### src/rtl/abs_cdiv.sv
`default_nettype none

// unsigned divide by a constant: reciprocal multiply, product registered
module abs_cdiv #(
  parameter int NUM_W   = 17,
  parameter int DIVISOR = 38
) (
  input  wire logic             clk,
  input  wire logic             en,
  input  wire logic [NUM_W-1:0] num,
  output logic      [NUM_W-1:0] quot
);
  localparam int LOG_D  = $clog2(DIVISOR);
  localparam int SHIFT  = NUM_W + LOG_D;
  localparam int RCP_W  = NUM_W + 1;
  localparam int PROD_W = NUM_W + RCP_W;
  localparam logic [63:0] RCP64 =
    ((64'd1 << SHIFT) + 64'(DIVISOR) - 64'd1) / 64'(DIVISOR);
  localparam logic [RCP_W-1:0] RCP = RCP_W'(RCP64);

  logic [PROD_W-1:0] prod_r;

  always_ff @(posedge clk) begin
    if (en) begin
      prod_r <= PROD_W'(num) * PROD_W'(RCP);
    end
  end

  // rounded-up reciprocal is exact for every num below 2**NUM_W
  assign quot = NUM_W'(prod_r >> SHIFT);

endmodule

`default_nettype wire

### config.mk
export PLATFORM = sky130hd
export DESIGN_NAME = abs_cdiv
export DESIGN_NICKNAME = d
export VERILOG_FILES = /design/src/rtl/abs_cdiv.sv
export SDC_FILE = /design/constraint.sdc
export NUM_CORES = 1
export LEC_CHECK = 0
export BUFFER_PORTS_ARGS = -buffer_cell sky130_fd_sc_hd__buf_2
export CORE_ASPECT_RATIO = 0.9
export CORE_UTILIZATION = 50
export DETAILED_ROUTE_END_ITERATION = 8
export MAX_ROUTING_LAYER = met4
export PLACE_DENSITY = 0.72
export SETUP_SLACK_MARGIN = 0.4
export SYNTH_ARGS = -nofsm -noshare
export SYNTH_HDL_FRONTEND = slang
export SYNTH_SLANG_ARGS = --single-unit
### constraint.sdc
create_clock -name clk -period 7.03 [get_ports clk]
set_input_delay 1.406 -clock clk [delete_from_list [all_inputs] [get_ports clk]]
set_output_delay 1.406 -clock clk [all_outputs]
set_load 0.02 [all_outputs]
==> flow_summary_export.csv <==
group,metric,value,unit
run_status,outcome,"completed",
detailed_routing,ant_nets,0,
logic_synthesis,avgSynthCellArea,10.20,sq um
floorplan,std_cell_rows,36,
clock_network,root_buffer,"clkbuf_16",
logic_synthesis,ys_types,40,
clock_network,clock_path_buffers,2,
grt,grt_pass1_vias,3865,
detailed_routing,avgViaCountPerCell,5.129,
worst_setup_path,critical_path.max_stage_delay,0.55,ns
worst_setup_path,critical_path_class,"in -> reg",
worst_setup_path,cp_slowest_cell,"fa_1",
detailed_routing,num_vias,3647,
run,maxCapViolations,0,
worst_setup_path,cp_cell_sequence,"buf_2 -> ha_1 -> inv_1 -> fa_1 -> inv_1 -> fa_1 -> fa_1 -> fa_1 -> inv_1 -> fa_1 -> inv_1 -> ha_1 -> and4_4 -> and4_4 -> o211ai_1 -> nand3_2 -> o21ai_2 -> o21ai_0 -> xor2_1",
timing,min_period,6.268,ns
logic_synthesis,synthFlopType,"edfxtp_1",
place,io_buffers,30,
worst_setup_path,end_kind,"flop",
clock_network,clock_sinks,12,
grt,grt_max_degree,13,
timing,fmax,0.1596,GHz
grt,antenna_found_initial,0,
clock_network,cts_buffers,3,
detailed_routing,dr.first_iter.drc_count,186,
worst_setup_path,path_delay_family,"adder cells",
layout,reg_top3,"prod_r: 12 flops",
layout,layout-drive-gt1-share,0.07612,
logic_synthesis,synth_seq_cells,12,
clock_network,clkSlewWorstSetupHoldPaths,0.04,ns
place,gp_congestion,0.9275,
logic_synthesis,yosysWarningCount,0,
timing,hold_viol_final,0,
worst_setup_path,crit_required,7.01,ns
timing,setup_viol,0,
logic_synthesis,synth_commonest_cells,"inv_1 (164), ha_1 (140), fa_1 (99)",
layout,area_delta_synth_final,6.823,%
detailed_routing,dr.pass1.iters,4,
logic_synthesis,synth_top_area_cell,"fa_1",
grt,overflow,0,
floorplan,floorplan.initialDensity,0.5140,
grt,track_usage,0.2222,
place,place_hpwl,10.48,mm
worst_setup_path,startpoint_type,"input port",
layout,fin_cells,711,
floorplan,dieArea,11540,sq um
layout,n_fill_cell,956,
place,dp_cells,707,
logic_synthesis,synth_cells,545,
logic_synthesis,synthArstFlopShare,0,
layout,largest_reg_flops,12,
floorplan,die_x,113.1,microns
logic_synthesis,synth_edf_count,12,
worst_setup_path,critPathArrivalTime,6.25,ns
worst_setup_path,cpMostUsedCell,"fa_1",
timing,fin_crit_sh,0.8916,
timing,rsz0062_at_grt,"false",
layout,regMostFlops,"prod_r",
floorplan,ios,36,
logic_synthesis,synth_largest_type_area_fraction,0.3567,
floorplan,die_y,102.0,microns
worst_setup_path,worst-path-buf-inv,5,
floorplan,core_area,10810,sq um
detailed_routing,drc_errors,0,
layout,nets,837,
hold_path,hp-class,"in -> reg",
timing,drv_slew,0,
logic_synthesis,ys_seq_area_frac,0.06485,
detailed_routing,wirelength,11.31,mm
logic_synthesis,yosysMostFrequentCell,"inv_1",
grt,grt_pass1_wl,19.11,mm
timing,hold_slack,1.548,ns
layout,diodes,0,
timing,tns,0,ns
logic_synthesis,ys_top_cells_by_area,"fa_1 (36%), ha_1 (32%), inv_1 (11%), edfxtp_1 (6.5%), a21oi_1 (1.4%)",
detailed_routing,routedWlPerCell,15.91,microns
logic_synthesis,syn_area,5557,sq um
clock_network,cts_setup_buffers,0,
worst_setup_path,path_max_fanout,6,
clock_network,htreeDepth,1,
clock_network,cts_tree,"built",
per-stage QoR:
| stage | utilization | worst slack (ns) | area [sq um] |
|---|---|---|---|
| global placement | 0.5412 | 0.5973 | 5851 |
| floorplan | - | 0.9510 | 5572 |
| detailed placement | 0.5412 | 0.5000 | 5851 |
| global route | 0.5491 | 0.4672 | 5936 |
| finish | 0.5491 | 0.7624 | 5936 |
| CTS | 0.5485 | 0.7571 | 5929 |
kinds of logic (layout without fill, tap and decap cells):
kind of cell | Yosys count | count (layout) | synth area share
and+or+nand+nor | 46 | 46 | 0.04661
DFF | 12 | 12 | 0.06485
other | 1 | 5 | 0.0006749
adders and majority gates | 239 | 239 | 0.6719
AOI/OAI and AO/OA | 63 | 63 | 0.07476
buffers and inverters | 169 | 198 | 0.1175
xor gates and xnor gates | 15 | 15 | 0.02364
cell usage in the layout (no fill, tap or decap), types with 2 or more instances in the layout:
master	synthesis	layout
clkbuf_16	0	3
nor2b_1	2	2
o21bai_1	4	4
fa_1	99	99
and4_4	2	2
o211ai_1	3	3
nor2_1	4	4
nand4_1	4	4
and3_1	5	5
nand2_1	16	16
conb_1	1	5
a21oi_1	16	16
inv_1	164	164
o21ai_0	11	11
a211oi_1	3	3
o2111ai_1	2	2
a31oi_1	5	4
edfxtp_1	12	12
a21o_1	8	8
o31ai_2	2	2
nand3_1	5	5
xor2_1	6	6
xnor2_1	9	9
nand2b_1	2	2
ha_1	140	140
buf_2	0	30
routing by layer:
| layer | GRT usage | part of all wire | vias to the layer above |
|---|---|---|---|
| met3 | 0.007117 | 0.048 | 14 |
| met5 | - | 0 | - |
| li1 | - | - | 1796 |
| met2 | 0.3577 | 0.45 | 89 |
| met4 | 0.05162 | 0.017 | 0 |
| met1 | 0.3156 | 0.49 | 1748 |
final timing paths:
kind,start,end,cells past startpoint
worst max-delay path,num[11],prod_r[30],19
worst min-delay path,en,prod_r[26],1
final cells by class:
type | instances | area (sq um) | area share
tap | 133 | 166.4 | 0.02804
timing repair buffer | 30 | 150.1 | 0.02530
inverter | 164 | 615.6 | 0.1037
multi-input combinational | 368 | 4564 | 0.7690
clock buffer | 3 | 75.07 | 0.01265
clock inverter | 1 | 3.754 | 0.0006324
sequential | 12 | 360.3 | 0.06071
timing repair:
item	in CTS	in global routing
hold buffers	0	0
resized for setup	0	1
endpoints found under the setup margin	0	1
Power is left out: the tool's default activity adds up to more than one toggle a clock period on the data nets, which glitch-free logic cannot reach.
